==> src/rtl/cbr_pkg.sv <==
`default_nettype none
package cbr_pkg;

	// command codes of an input word
	localparam logic [1:0] CMD_ROBOT   = 2'd0;
	localparam logic [1:0] CMD_ADAPTER = 2'd1;
	localparam logic [1:0] CMD_TICK    = 2'd2;

	// link event codes
	localparam logic [1:0] LINK_NONE     = 2'd0;
	localparam logic [1:0] LINK_DETECTED = 2'd1;
	localparam logic [1:0] LINK_LOST     = 2'd2;

	// configuration register indexes
	localparam logic [2:0] REG_MASTER_BASE   = 3'd0;
	localparam logic [2:0] REG_SLAVE_BASE    = 3'd1;
	localparam logic [2:0] REG_LOCK_ID       = 3'd2;
	localparam logic [2:0] REG_ORDER_ID      = 3'd3;
	localparam logic [2:0] REG_HB_TIMEOUT    = 3'd4;
	localparam logic [2:0] REG_STABLE_THRESH = 3'd5;
	localparam logic [2:0] REG_HB_ENABLE     = 3'd6;

	// configuration reset values
	localparam logic [10:0] RST_MASTER_BASE   = 11'd292;
	localparam logic [10:0] RST_SLAVE_BASE    = 11'd266;
	localparam logic [10:0] RST_LOCK_ID       = 11'd137;
	localparam logic [10:0] RST_ORDER_ID      = 11'd368;
	localparam logic [3:0]  RST_HB_TIMEOUT    = 4'd10;
	localparam logic [4:0]  RST_STABLE_THRESH = 5'd20;
	localparam logic        RST_HB_ENABLE     = 1'b1;

	// bridge identifiers and masks
	localparam logic [10:0] BR_MASTER     = 11'h010;
	localparam logic [10:0] BR_SLAVE      = 11'h018;
	localparam logic [10:0] BR_LOCK       = 11'h020;
	localparam logic [10:0] BR_ORDER      = 11'h028;
	localparam logic [10:0] MASTER_MASK   = 11'h7FC;
	localparam logic [10:0] SLAVE_MASK    = 11'h7FE;
	localparam logic [10:0] BR_BLOCK_MASK = 11'h7F0;
	localparam logic [10:0] HB_MASTER_ID  = 11'h100;
	localparam logic [10:0] HB_SLAVE_ID   = 11'h101;
	localparam logic [3:0]  HB_DLC        = 4'h5;
	localparam logic [4:0]  STABLE_RELOAD = 5'd5;
	localparam logic [6:0]  LOST_MARGIN   = 7'd5;

	typedef struct packed {
		logic [1:0]  cmd;
		logic [10:0] frame_id;
		logic [3:0]  frame_dlc;
		logic [7:0]  role_byte_master;
		logic [7:0]  role_byte_slave;
	} cbr_in_t;

	typedef struct packed {
		logic        send_valid;
		logic        out_port;
		logic [10:0] out_id;
		logic [3:0]  out_dlc;
		logic        hb_enabled;
		logic        hb_received;
		logic        hb_master;
		logic        hb_slave;
		logic [3:0]  hb_timeout;
		logic [1:0]  link_event;
	} cbr_out_t;

	typedef struct packed {
		logic [2:0]  index;
		logic [10:0] value;
	} cbr_cfg_t;

	typedef struct packed {
		logic [10:0] master_robot_base;
		logic [10:0] slave_robot_base;
		logic [10:0] lock_order_robot_id;
		logic [10:0] order_robot_id;
		logic [3:0]  heartbeat_timeout;
		logic [4:0]  stable_threshold;
		logic        heartbeat_enable;
	} cbr_regs_t;

endpackage
`default_nettype wire

==> src/rtl/cbr_engine.sv <==
`default_nettype none
module cbr_engine (
	input  wire logic              clk,
	input  wire logic              arst_n,
	input  wire logic              en,
	input  wire cbr_pkg::cbr_in_t  item,
	input  wire cbr_pkg::cbr_regs_t regs,
	output cbr_pkg::cbr_out_t      res
);

	logic       alive_q, role_m_q, role_s_q, stable_q, last_q;
	logic [3:0] tc_q;
	logic [4:0] sc_q;
	logic [5:0] lc_q;

	logic       n_alive, n_role_m, n_role_s, n_stable, n_last;
	logic [3:0] n_tc;
	logic [4:0] n_sc;
	logic [5:0] n_lc;
	logic [4:0] sc_inc;
	logic [10:0] base_sel;
	logic       hit_master, hit_slave;

	assign hit_master = (item.frame_id & cbr_pkg::MASTER_MASK) ==
		(regs.master_robot_base & cbr_pkg::MASTER_MASK);
	assign hit_slave = (item.frame_id & cbr_pkg::SLAVE_MASK) ==
		(regs.slave_robot_base & cbr_pkg::SLAVE_MASK);
	// bridge ids 0x18..0x1f map back to slaves, 0x10..0x17 to masters
	assign base_sel = item.frame_id[3] ? regs.slave_robot_base : regs.master_robot_base;
	assign sc_inc = (sc_q != 5'd31) ? sc_q + 5'd1 : sc_q;

	always_comb begin
		res      = '0;
		n_alive  = alive_q;
		n_role_m = role_m_q;
		n_role_s = role_s_q;
		n_stable = stable_q;
		n_last   = last_q;
		n_tc     = tc_q;
		n_sc     = sc_q;
		n_lc     = lc_q;
		case (item.cmd)
			cbr_pkg::CMD_ROBOT: begin
				res.out_port = 1'b1;
				res.out_dlc  = item.frame_dlc;
				if (item.frame_id == regs.lock_order_robot_id) begin
					res.send_valid = 1'b1;
					res.out_id     = cbr_pkg::BR_LOCK;
				end else if (hit_master) begin
					n_role_m       = 1'b1;
					res.send_valid = 1'b1;
					res.out_id     = cbr_pkg::BR_MASTER | {9'd0, item.frame_id[1:0]};
				end else if (hit_slave) begin
					n_role_s       = 1'b1;
					res.send_valid = 1'b1;
					res.out_id     = cbr_pkg::BR_SLAVE | {10'd0, item.frame_id[0]};
				end else if (item.frame_id == regs.order_robot_id) begin
					res.send_valid = 1'b1;
					res.out_id     = cbr_pkg::BR_ORDER;
				end
				if (!res.send_valid) begin
					res.out_port = 1'b0;
					res.out_dlc  = '0;
				end
			end
			cbr_pkg::CMD_ADAPTER: begin
				if ((item.frame_id & cbr_pkg::BR_BLOCK_MASK) == cbr_pkg::BR_MASTER) begin
					res.send_valid = 1'b1;
					res.out_dlc    = item.frame_dlc;
					res.out_id     = base_sel + {8'd0, item.frame_id[2:0]};
				end else if ((item.frame_id & cbr_pkg::BR_BLOCK_MASK) == cbr_pkg::BR_LOCK) begin
					res.send_valid = 1'b1;
					res.out_dlc    = item.frame_dlc;
					res.out_id     = item.frame_id[3] ? regs.order_robot_id
						: regs.lock_order_robot_id;
				end else if ((item.frame_id & cbr_pkg::SLAVE_MASK) == cbr_pkg::HB_MASTER_ID) begin
					// peer heartbeat
					n_alive = 1'b1;
					n_tc    = '0;
					if (sc_inc >= regs.stable_threshold) begin
						n_stable = 1'b1;
						n_sc     = cbr_pkg::STABLE_RELOAD;
					end else begin
						n_sc = sc_inc;
					end
					if (item.role_byte_master == 8'd1 && item.role_byte_slave == 8'd0) begin
						n_role_m = 1'b0;
						n_role_s = 1'b1;
					end else if (item.role_byte_master == 8'd0 &&
						item.role_byte_slave == 8'd1) begin
						n_role_m = 1'b1;
						n_role_s = 1'b0;
					end
				end
			end
			cbr_pkg::CMD_TICK: begin
				if (alive_q) begin
					n_tc = (tc_q != 4'd15) ? tc_q + 4'd1 : tc_q;
					if (!stable_q) begin
						n_lc = (lc_q != 6'd63) ? lc_q + 6'd1 : lc_q;
						if ({1'b0, n_lc} >= {2'b00, n_sc} + cbr_pkg::LOST_MARGIN) begin
							n_lc = '0;
							n_sc = '0;
						end
					end
					if (n_tc >= regs.heartbeat_timeout) begin
						n_alive  = 1'b0;
						n_role_m = 1'b0;
						n_role_s = 1'b0;
						n_tc     = '0;
						n_lc     = '0;
						n_sc     = '0;
						n_stable = 1'b0;
					end
				end
				if (n_role_m != n_role_s) begin
					n_alive         = 1'b1;
					res.send_valid  = 1'b1;
					res.out_port    = 1'b1;
					res.out_id      = n_role_m ? cbr_pkg::HB_MASTER_ID : cbr_pkg::HB_SLAVE_ID;
					res.out_dlc     = cbr_pkg::HB_DLC;
					res.hb_enabled  = regs.heartbeat_enable;
					res.hb_received = 1'b1;
					res.hb_master   = n_role_m;
					res.hb_slave    = n_role_s;
					res.hb_timeout  = n_tc;
				end
				if (last_q != n_alive) begin
					n_last         = n_alive;
					res.link_event = n_alive ? cbr_pkg::LINK_DETECTED : cbr_pkg::LINK_LOST;
				end
			end
			default: begin
				res = '0;
			end
		endcase
	end

	always_ff @(posedge clk or negedge arst_n) begin
		if (!arst_n) begin
			alive_q  <= 1'b0;
			role_m_q <= 1'b0;
			role_s_q <= 1'b0;
			stable_q <= 1'b0;
			last_q   <= 1'b0;
			tc_q     <= '0;
			sc_q     <= '0;
			lc_q     <= '0;
		end else if (en) begin
			alive_q  <= n_alive;
			role_m_q <= n_role_m;
			role_s_q <= n_role_s;
			stable_q <= n_stable;
			last_q   <= n_last;
			tc_q     <= n_tc;
			sc_q     <= n_sc;
			lc_q     <= n_lc;
		end
	end

endmodule
`default_nettype wire

==> config.mk <==
export PLATFORM = sky130hd
export DESIGN_NAME = cbr_engine
export DESIGN_NICKNAME = d
export VERILOG_FILES = /design/src/rtl/cbr_pkg.sv /design/src/rtl/cbr_engine.sv
export SDC_FILE = /design/constraint.sdc
export NUM_CORES = 1
export LEC_CHECK = 0
export BUFFER_PORTS_ARGS = -buffer_cell sky130_fd_sc_hd__clkbuf_2
export CAP_MARGIN = 10
export CORE_ASPECT_RATIO = 0.8
export CORE_UTILIZATION = 51
export CTS_CLUSTER_DIAMETER = 30
export DETAILED_ROUTE_END_ITERATION = 8
export PLACE_DENSITY = 0.95
export SETUP_SLACK_MARGIN = 0.15
export SLEW_MARGIN = 20
export SYNTH_ARGS = -nofsm -noshare
export SYNTH_HDL_FRONTEND = slang
export SYNTH_SLANG_ARGS = --single-unit
==> constraint.sdc <==
create_clock -name clk -period 10 [get_ports clk]
set_input_delay 0 -clock clk [delete_from_list [all_inputs] [get_ports clk]]
set_output_delay 0 -clock clk [all_outputs]
set_load 0.02 [all_outputs]
==> out/qor.txt, run 1 <==
outcome = finished clean
Hold WC Path Type = in2async
Seq cells post-synth = 8
final net count = 504
Tcrit/Tclk final = 38.6%
CP Capture Type = output port
DR iter-0 viols = 138
Clk Latency, worst-skew pair = 230 ps
Reg clk slew, reported paths = 40 ps
Slew Limit Fails = 0
Die Wd = 76.6 um
Top Ports = 117
Post-DRT Antenna Nets = 0
routed wire length = 6830 um
initial antenna violation count = 0
Seq/Total Area, Yosys = 8.82%
FF-to-FF path depth = 14
hold_buf cts = 1
RSZ-0062 raised after global routing = false
Leak = 1.47 nW
slowest library cell on the worst path = dfrtp_1
capturing point of the worst reg2reg path = last_q
DR pass1 iterations = 4
dominant synthesized flop cell = dfrtp_1
ys async rst share = 100%
vias per cell = 5.75
die area = 4730 um2
Least-Margin Pin Slew = 882 ps
Placeable Area = 4230 um2
PD cells = 105 nW/um2
Final Instance Area = 2850 um2
share of layout cells above drive strength 1 = 33.7%
Clock Sink Count = 8
synthesized net count = 403
Fmax = 0.259 GHz
Die Ht = 61.7 um
mean post-synth cell area = 7.67 um2
max_slew headroom = 41.2%
total congestion overflow = 0
DRC Markers = 0
Top cell by count, worst path = ha_1
# resized after CTS = 0
post-DP HPWL = 5750 um
CP Launch Type = flop
GRT Util Overall = 28.8%
post-DR wirelength/cell = 15.1 um
area grow syn2layout = 25.3%
final setup fails = 0
vias in the first global route = 2342
Cell Rows = 21
CP Max Fanout = 6
total CTS buffers = 3
Post-CTS Setup Repair Bufs = 0
initial cell density of the core = 53.7%
DP Area = 2790 um2
Synth area leaders = xor2_1 16%, dfrtp_1 8.8%, ha_1 8.8%
most common cell after layout, fill and taps aside = clkbuf_2
CTS tree = done
Fin Setup TNS = 0 ps
WP data required = 10000 ps
Post-synth EDFFs = 0
Ys Warns = 0
Peak VDD IR = 0.0726 mV
Max Cap Viol = 0
crit-path max cell delay = 440 ps
RePlAce Congestion = 0.918
min Tclk post-route = 3860 ps
clock root buffer = clkbuf_8
Clock Path Buffers = 2
Routed met2 length = 3210 um
Cells after Synth = 296
most frequent cells in the layout = 111 x clkbuf_2, 41 x xor2_1, 23 x nand2_1
top sig layer = met4
synthesized area = 2270 um2
top cell type's share of synthesized area = 15.8%
IO buf count = 111
skew final = 0.922 ps
Hold Vio Cnt, Final = 0
first-pass GRT wire length = 10400 um
M1 WL = 2830 um
H-tree Lvls = 1
R2R setup slack = 6450 ps
DR vias = 2600
routed wl met3 = 618 um
Setup CP Type = reg2out
largest net degree at the start of global routing = 34
critical path cell sequence = ha_1, nand3_1, mux2_2, ha_1, nand2_1, o21ai_0, a21oi_1, nand2b_1, and2_1, ha_1, nand2b_1, inv_1, nor3_1, nor2_1, clkbuf_2
WP data arrival = 3860 ps
antenna diode count = 0
FF-to-FF Start = tc_q[0]
Netlist cell types = 47
Synth area leader = xor2_1
critical path, delay by kind of cell (launching register included):
family,cells,cell delay (ps)
fa+ha+maj,3,860
compound gates,2,320
flops,1,440
simple gates,7,1310
buf+inv,2,330
mux,1,380
worst max path at each step:
stage,from,to,depth (start not counted)
global placement,tc_q[0],last_q,14
CTS,tc_q[0],res[26],15
floorplan,tc_q[0],res[10],14
global route,tc_q[0],res[10],16
finish,tc_q[0],res[26],15
detailed placement,tc_q[0],res[12],15
final cells by class:
| cell class | count | area [um2] |
|---|---|---|
| fillers | 345 | 1390 |
| well taps | 57 | 71.3 |
| flip-flops and latches | 8 | 200 |
| inverters | 21 | 78.8 |
| repair buffers | 112 | 566 |
| clock buffers | 3 | 41.3 |
| multi-input cells | 251 | 1890 |
kinds of logic after synthesis:
family / Yosys count / synth area share [%]
fa+ha+maj: 17 / 9.70
flops: 8 / 8.82
buf+inv: 37 / 8.04
mux: 25 / 11.4
compound gates: 51 / 15.6
xor+xnor: 52 / 20.1
simple gates: 106 / 26.4
report_power, final:
part,switching (mW),total [mW],internal [mW],leakage (nW)
clock network,0.0133,0.0395,0.0261,0.0216
logic,0.119,0.203,0.0842,1.35
registers,0.0124,0.0548,0.0424,0.0947
total,0.145,0.298,0.153,1.47
state kept, by name (all words and copies together) (netlist names):
| register | flops |
|---|---|
| alive_q | 1 |
| last_q | 1 |
| role_m_q | 1 |
| role_s_q | 1 |
| tc_q | 4 |
stage by stage:
| stage | hold slack, ps | cells | utilization, % | power (mW) | worst slack, ps |
|---|---|---|---|---|---|
| final | 159 | 452 | 67.3 | 0.298 | 6140 |
| after global routing | 178 | 452 | 67.3 | 0.325 | 5820 |
| after CTS | 158 | 452 | 67.3 | 0.296 | 6200 |
| after detailed placement | -137 | 448 | 66.0 | 0.255 | 6450 |
| after global placement | -143 | 448 | 66.0 | 0.243 | 6610 |
| after floorplan | -296 | 296 | - | 0.191 | 6660 |
cell usage after synthesis, types with 4 or more instances:
| cell type | count |
|---|---|
| and2_1 | 7 |
| inv_1 | 21 |
| nor2_1 | 21 |
| nor4_1 | 11 |
| clkbuf_1 | 5 |
| xnor2_1 | 11 |
| xor2_1 | 41 |
| a21oi_1 | 15 |
| mux2i_1 | 18 |
| ha_1 | 16 |
| buf_2 | 4 |
| nand2_1 | 23 |
| dfrtp_1 | 8 |
| nand3b_1 | 4 |
| a31oi_1 | 4 |
| nand2b_1 | 6 |
| mux2_2 | 7 |
| a211oi_2 | 4 |
| nand3_1 | 9 |
| nor3_1 | 7 |
| a22o_1 | 5 |
| o21ai_0 | 7 |
metal layers:
metal,up-vias,GRT usage (%)
met1,1186,33.7
met3,19,5.93
met4,0,10.2
met5,-,0
li1,1239,-
met2,156,53.9
Power figures use the tool's default switching activity.
==> run 2, diff against run 1 <==
--- a/config.mk
+++ b/config.mk
@@ -5,13 +5,14 @@
 export SDC_FILE = /design/constraint.sdc
 export NUM_CORES = 1
 export LEC_CHECK = 0
+export ABC_AREA = 1
 export BUFFER_PORTS_ARGS = -buffer_cell sky130_fd_sc_hd__clkbuf_2
 export CAP_MARGIN = 10
 export CORE_ASPECT_RATIO = 0.8
-export CORE_UTILIZATION = 51
+export CORE_UTILIZATION = 50
 export CTS_CLUSTER_DIAMETER = 30
 export DETAILED_ROUTE_END_ITERATION = 8
-export PLACE_DENSITY = 0.95
+export PLACE_DENSITY = 0.91
 export SETUP_SLACK_MARGIN = 0.15
 export SLEW_MARGIN = 20
 export SYNTH_ARGS = -nofsm -noshare
==> constraint.sdc (replaced) <==
create_clock -name clk -period 3.6 [get_ports clk]
set_input_delay 0 -clock clk [delete_from_list [all_inputs] [get_ports clk]]
set_output_delay 0 -clock clk [all_outputs]
set_load 0.02 [all_outputs]
==> run 2 against run 1 <==
- critical path depth rose by 1
- synthesized cell count rose by 74%
- first-iteration DRC count rose by 110%
- clock power rose to 2.8 times the previous value
- area after synthesis rose by 23%
- worst setup slack got worse by 5800 ps
- sequential power rose by 140%
- critical endpoint unchanged
- largest power group unchanged
==> out/qor.txt, run 2 <==
post-DP HPWL = 7460 um (was 5750 um)
Fin Setup TNS = 0 ps (unchanged)
top post-synthesis cells by count = 167 x nand2_1, 93 x inv_1, 50 x nor2_1 (was 41 x xor2_1, 23 x nand2_1, 21 x inv_1, 21 x nor2_1, 18 x mux2i_1)
Setup CP Type = reg2out (unchanged)
Clock Sink Count = 8 (unchanged)
crit-path max cell delay = 420 ps (was 440 ps)
top cell type's share of synthesized area = 22.5% (was 15.8%)
vias in the first global route = 3176 (was 2342)
Post-synth EDFFs = 0 (unchanged)
CP Max Fanout = 5 (was 6)
Max Cap Viol = 0 (unchanged)
Top Ports = 117 (unchanged)
Final Instance Area = 3360 um2 (was 2850 um2)
most common cell after layout, fill and taps aside = nand2_1 (was clkbuf_2)
largest net degree at the start of global routing = 28 (was 34)
clock root buffer = clkbuf_8 (unchanged)
Seq cells post-synth = 8 (unchanged)
DP Area = 3300 um2 (was 2790 um2)
Ys Warns = 0 (unchanged)
Hold WC Path Type = in2async (unchanged)
count leader, synth = nand2_1 (was xor2_1)
outcome = finished clean (unchanged)
share of layout cells above drive strength 1 = 24.4% (was 33.7%)
final setup fails = 0 (unchanged)
CP Launch Type = flop (unchanged)
WP data required = 3600 ps (was 10000 ps)
Cell Rows = 23 (was 21)
Clock Path Buffers = 2 (unchanged)
Netlist cell types = 44 (was 47)
critical path cell sequence = ha_1, nand2_1, inv_1, nand2_1, xor2_1, inv_1, ha_1, nand3_1, nand3_1, nand2_1, nand2_1, ha_1, nor2_2, nor2_1, a21oi_1, clkbuf_2 (was ha_1, nand3_1, mux2_2, ha_1, nand2_1, o21ai_0, a21oi_1, nand2b_1, and2_1, ha_1, nand2b_1, inv_1, nor3_1, nor2_1, clkbuf_2)
Synth area leader = nand2_1 (was xor2_1)
RePlAce Congestion = 0.998 (was 0.918)
post-DR wirelength/cell = 13.0 um (was 15.1 um)
area grow syn2layout = 20.5% (was 25.3%)
DR pass1 iterations = 6 (was 4)
CTS tree = done (unchanged)
RSZ-0062 raised after global routing = false (unchanged)
Slew Limit Fails = 0 (unchanged)
DR iter-0 viols = 286 (was 138)
CP Capture Type = output port (unchanged)
total congestion overflow = 0 (unchanged)
Synth area leaders = nand2_1 23%, inv_1 13%, dfrtp_1 7.2% (was xor2_1 16%, dfrtp_1 8.8%, ha_1 8.8%)
vias per cell = 5.35 (was 5.75)
Die Wd = 85.4 um (was 76.6 um)
Reg clk slew, reported paths = 40 ps (about the same)
ys async rst share = 100% (unchanged)
slowest library cell on the worst path = dfrtp_1 (unchanged)
die area = 5870 um2 (was 4730 um2)
Post-CTS Setup Repair Bufs = 0 (unchanged)
Clk Latency, worst-skew pair = 230 ps (about the same)
skew final = 5.69 ps (was 0.922 ps)
synthesized net count = 623 (was 403)
first-pass GRT wire length = 13700 um (was 10400 um)
synthesized area = 2790 um2 (was 2270 um2)
min Tclk post-route = 3230 ps
antenna diode count = 0 (unchanged)
total CTS buffers = 3 (unchanged)
Post-DRT Antenna Nets = 0 (unchanged)
most frequent cells in the layout = 167 x nand2_1, 111 x clkbuf_2, 92 x inv_1 (was 111 x clkbuf_2, 41 x xor2_1, 23 x nand2_1)
GRT Util Overall = 29.6% (was 28.8%)
Leak = 2.03 nW (was 1.47 nW)
IO buf count = 111 (unchanged)
H-tree Lvls = 1 (unchanged)
Placeable Area = 5180 um2 (was 4230 um2)
max reg flops = 4 (unchanged)
Tcrit/Tclk final = 89.7%
Cells after Synth = 516 (was 296)
WP data arrival = 3230 ps (was 3860 ps)
largest reg by FF count = tc_q (unchanged)
Fmax = 0.310 GHz
max_slew headroom = 68.8% (was 41.2%)
DRC Markers = 0 (unchanged)
initial antenna violation count = 0 (unchanged)
Hold Vio Cnt, Final = 0 (unchanged)
Top cell by count, worst path = nand2_1 (was ha_1)
dominant synthesized flop cell = dfrtp_1 (unchanged)
Least-Margin Pin Slew = 468 ps (was 882 ps)
routed wire length = 8810 um (was 6830 um)
Seq/Total Area, Yosys = 7.19% (was 8.82%)
PD cells = 236 nW/um2 (was 105 nW/um2)
DR vias = 3626 (was 2600)
initial cell density of the core = 53.8% (was 53.7%)
final net count = 725 (was 504)
mean post-synth cell area = 5.40 um2 (was 7.67 um2)
Die Ht = 68.8 um (was 61.7 um)
Peak VDD IR = 0.193 mV (was 0.0726 mV)
## run 2: cell types whose count changed in the layout (fill, tap and decap cells not counted), moves of 8 or more
cell	delta
xor2_1	-38
inv_1	+71
nor2_2	+9
o21ai_0	+8
nand2_1	+144
mux2i_1	-15
nor4_1	-11
nand3_1	+30
nor2_1	+28
## run 2: path summary, 6_finish.rpt
| check | startpoint | end | slack (ps) | cells after the start |
|---|---|---|---|---|
| setup / recovery | tc_q[0] | res[26] | 370 | 16 |
| hold / removal | arst_n | tc_q[2] | 150 | 2 |
| setup reg to reg | tc_q[0] | last_q | 380 | 16 |
| hold reg to reg | role_m_q | role_m_q | 480 | 2 |
| max in group asynchronous | arst_n | role_s_q | 3260 | 2 |
| min in group clk | en | last_q | 240 | 4 |
## run 2: repair_timing
item,CTS,global route
resized for setup,0,3
endpoints found under the hold margin,8,0
setup endpoints to repair,0,10
hold buffers,1,0
## run 2: area by class of cell
cell class / count / area, um2
multi-input combinational: 395 / 2100
inverter: 97 / 367
clock buffer: 3 / 41.3
tap: 62 / 77.6
sequential: 8 / 200
timing repair buffer: 113 / 573
fill: 517 / 1820
## run 2: metal layers
layer | GRT usage [%] | wire length [um] | vias to the layer above
li1 | - | - | 1808
met1 | 40.2 | 3980 | 1608
met2 | 49.7 | 3870 | 198
met3 | 5.60 | 865 | 12
met4 | 5.21 | 87 | 0
met5 | 0 | 0 | -
## run 2: kinds of logic (layout without fill, tap and decap cells)
family | count (synthesis) | after routing | share of synthesized area [%]
DFF | 8 | 8 | 7.19
and+or+nand+nor | 292 | 292 | 45.7
muxes | 3 | 3 | 1.08
AOI/OAI and AO/OA | 62 | 62 | 14.0
adders and majority gates | 17 | 17 | 7.91
xor gates and xnor gates | 21 | 21 | 6.60
buffers and inverters | 113 | 213 | 17.6
## run 2: through the flow
| stage | std cells | util, % | power (mW) | worst slack, ps | hold slack (ps) |
|---|---|---|---|---|---|
| 6_report | 678 | 64.8 | 0.794 | 370 | 153 |
| 5_1_grt | 678 | 64.8 | 0.867 | 163 | 190 |
| 4_1_cts | 678 | 64.8 | 0.781 | 244 | 164 |
| 3_5_place_dp | 674 | 63.8 | 0.659 | 468 | -134 |
| 3_3_place_gp | 674 | 63.8 | 0.632 | 624 | -145 |
| 2_1_floorplan | 516 | - | 0.498 | 620 | -296 |
## run 2: critical path: cells and delay by family (launching register included)
family / cells / cell delay [ps]
flops: 1 / 420
fa+ha+maj: 3 / 850
simple gates: 8 / 980
compound gates: 1 / 170
buf+inv: 3 / 340
xor+xnor: 1 / 230
## run 2: power by group
part	switching (mW)	internal [mW]	leakage [nW]	total, mW
Combinational	0.347	0.203	1.90	0.550
Clock	0.0375	0.0726	0.0216	0.110
Sequential	0.0211	0.113	0.101	0.134
Total	0.405	0.388	2.03	0.794
==> run 3, diff against run 2 <==
--- a/config.mk
+++ b/config.mk
@@ -12,7 +12,7 @@
 export CORE_UTILIZATION = 50
 export CTS_CLUSTER_DIAMETER = 30
 export DETAILED_ROUTE_END_ITERATION = 8
-export PLACE_DENSITY = 0.91
+export PLACE_DENSITY = 0.83
 export SETUP_SLACK_MARGIN = 0.15
 export SLEW_MARGIN = 20
 export SYNTH_ARGS = -nofsm -noshare
==> run 3 against run 2 <==
- cell area about the same
- combinational power decreased by 1%
- sequential power about the same
- sequential share of layout area about the same
- clock skew decreased by 4.4 ps
- sequential cell count unchanged
- count of clock-buffer cells in the layout unchanged
- register-to-register slack improved by 50 ps
- critical path depth increased by 2
- worst setup slack improved by 33 ps
- global-route usage increased by 1.9 points
- maximum frequency increased by 1.0%
- critical path type unchanged
- largest cell class unchanged
==> out/qor.txt, run 3 (synthesized netlist as in run 2, its figures left out) <==
outcome = finished clean (unchanged)
most common cell after layout, fill and taps aside = nand2_1 (unchanged)
max reg flops = 4 (unchanged)
WP data required = 3600 ps (about the same)
Worst Hold Margin = 183 ps (was 153 ps)
GRT Util Overall = 31.5% (was 29.6%)
min Tclk post-route = 3200 ps (was 3230 ps)
largest net degree at the start of global routing = 19 (was 28)
Placeable Area = 5180 um2 (unchanged)
share of layout cells above drive strength 1 = 24.4% (unchanged)
skew final = 1.30 ps (was 5.69 ps)
RePlAce Congestion = 0.971 (was 0.998)
H-tree Lvls = 1 (unchanged)
RSZ-0062 raised after global routing = false (unchanged)
Final Instance Area = 3360 um2 (about the same)
Clock Sink Count = 8 (unchanged)
Post-DRT Antenna Nets = 0 (unchanged)
Final Non-Filler Cells = 678 (unchanged)
Hold Vio Cnt, Final = 0 (unchanged)
total congestion overflow = 0 (unchanged)
final net count = 725 (unchanged)
vias in the first global route = 3183 (was 3176)
CP Launch Type = flop (unchanged)
Die Ht = 68.8 um (unchanged)
DRC Markers = 0 (unchanged)
Hold WC Path Type = in2async (unchanged)
Least-Margin Pin Slew = 488 ps (was 468 ps)
largest reg by FF count = tc_q (unchanged)
Total Power = 0.783 mW (was 0.794 mW)
Slew Limit Fails = 0 (unchanged)
Max Cap Viol = 0 (unchanged)
total CTS buffers = 3 (unchanged)
placed cell count = 674 (unchanged)
DR pass1 iterations = 5 (was 6)
Clk Latency, worst-skew pair = 230 ps (about the same)
clock root buffer = clkbuf_8 (unchanged)
Tcrit/Tclk final = 88.8% (was 89.7%)
most frequent cells in the layout = 167 x nand2_1, 111 x clkbuf_2, 93 x inv_1 (was 167 x nand2_1, 111 x clkbuf_2, 92 x inv_1)
Clock Path Buffers = 2 (unchanged)
IO buf count = 111 (unchanged)
DP Area = 3300 um2 (unchanged)
area grow syn2layout = 20.6% (was 20.5%)
Fmax = 0.313 GHz (was 0.310 GHz)
Peak VDD IR = 0.150 mV (was 0.193 mV)
antenna diode count = 0 (unchanged)
initial antenna violation count = 0 (unchanged)
WP data arrival = 3200 ps (was 3230 ps)
vias per cell = 5.26 (was 5.35)
Setup CP Type = reg2out (unchanged)
die area = 5870 um2 (unchanged)
CTS tree = done (unchanged)
initial cell density of the core = 53.8% (unchanged)
Top Ports = 117 (unchanged)
max_slew headroom = 67.4% (was 68.8%)
Die Wd = 85.4 um (unchanged)
first-pass GRT wire length = 14500 um (was 13700 um)
Cell Rows = 23 (unchanged)
CP Max Fanout = 7 (was 5)
CP Capture Type = output port (unchanged)
post-DP HPWL = 7570 um (was 7460 um)
routed wire length = 9020 um (was 8810 um)
Reg clk slew, reported paths = 40 ps (about the same)
DR iter-0 viols = 238 (was 286)
Leak = 2.02 nW (was 2.03 nW)
DR vias = 3568 (was 3626)
final setup fails = 0 (unchanged)
Fin Setup TNS = 0 ps (unchanged)
post-DR wirelength/cell = 13.3 um (was 13.0 um)
PD cells = 233 nW/um2 (was 236 nW/um2)
==> run 3: final timing paths <==
kind / from / endpoint / slack [ps] / cells after the start
min in group clk: en / last_q / 240 / 4
worst min register to register: role_m_q / role_m_q / 470 / 2
worst min-delay path: arst_n / tc_q[3] / 180 / 2
worst max register to register: tc_q[0] / last_q / 430 / 18
worst max-delay path: tc_q[0] / res[22] / 400 / 18
max in group asynchronous: arst_n / tc_q[0] / 3210 / 2
==> run 3: timing repair <==
action | 4_1_cts | 5_1_grt
endpoints found under the setup margin | 0 | 11
hold endpoints to repair | 8 | 0
resized for setup | 0 | 3
hold buffers | 1 | 0
setup buffers | 0 | 0
==> run 3: power by group <==
group / total (mW) / leakage (nW) / internal [mW] / switching (mW)
Sequential: 0.133 / 0.0995 / 0.114 / 0.0198
Clock: 0.108 / 0.0216 / 0.0725 / 0.0358
Combinational: 0.542 / 1.90 / 0.200 / 0.341
==> run 3: critical path: stages (launching register included) <==
cell,delay [ps]
dfrtp_2,430
ha_1,220
nand2_1,60
inv_1,60
nand2_1,130
o21ai_0,180
ha_1,320
nand2_1,50
inv_1,60
nand3_1,70
nand3_1,140
nand2_1,110
nand2_1,90
inv_1,50
ha_1,300
nor2_2,190
inv_1,140
a21oi_1,170
clkbuf_2,190
==> run 3: cell type report <==
cell class	count	area, um2
multi-input cells	395	2100
fillers	507	1820
repair buffers	113	573
inverters	97	367
flip-flops and latches	8	201
well taps	62	77.6
clock buffers	3	41.3
==> run 3: metrics by stage <==
| stage | util [%] | setup WS [ps] |
|---|---|---|
| global route | 64.8 | 177 |
| floorplan | - | 620 |
| global placement | 63.8 | 613 |
| CTS | 64.8 | 295 |
| detailed placement | 63.8 | 467 |
| finish | 64.8 | 403 |
==> run 3: per-layer routing <==
layer  global-route usage (%)  share of wire (%)
met2                     52.8                 43
met3                     5.00                8.2
met1                     44.4                 48
met5                        0                  0
met4                     2.92               0.78
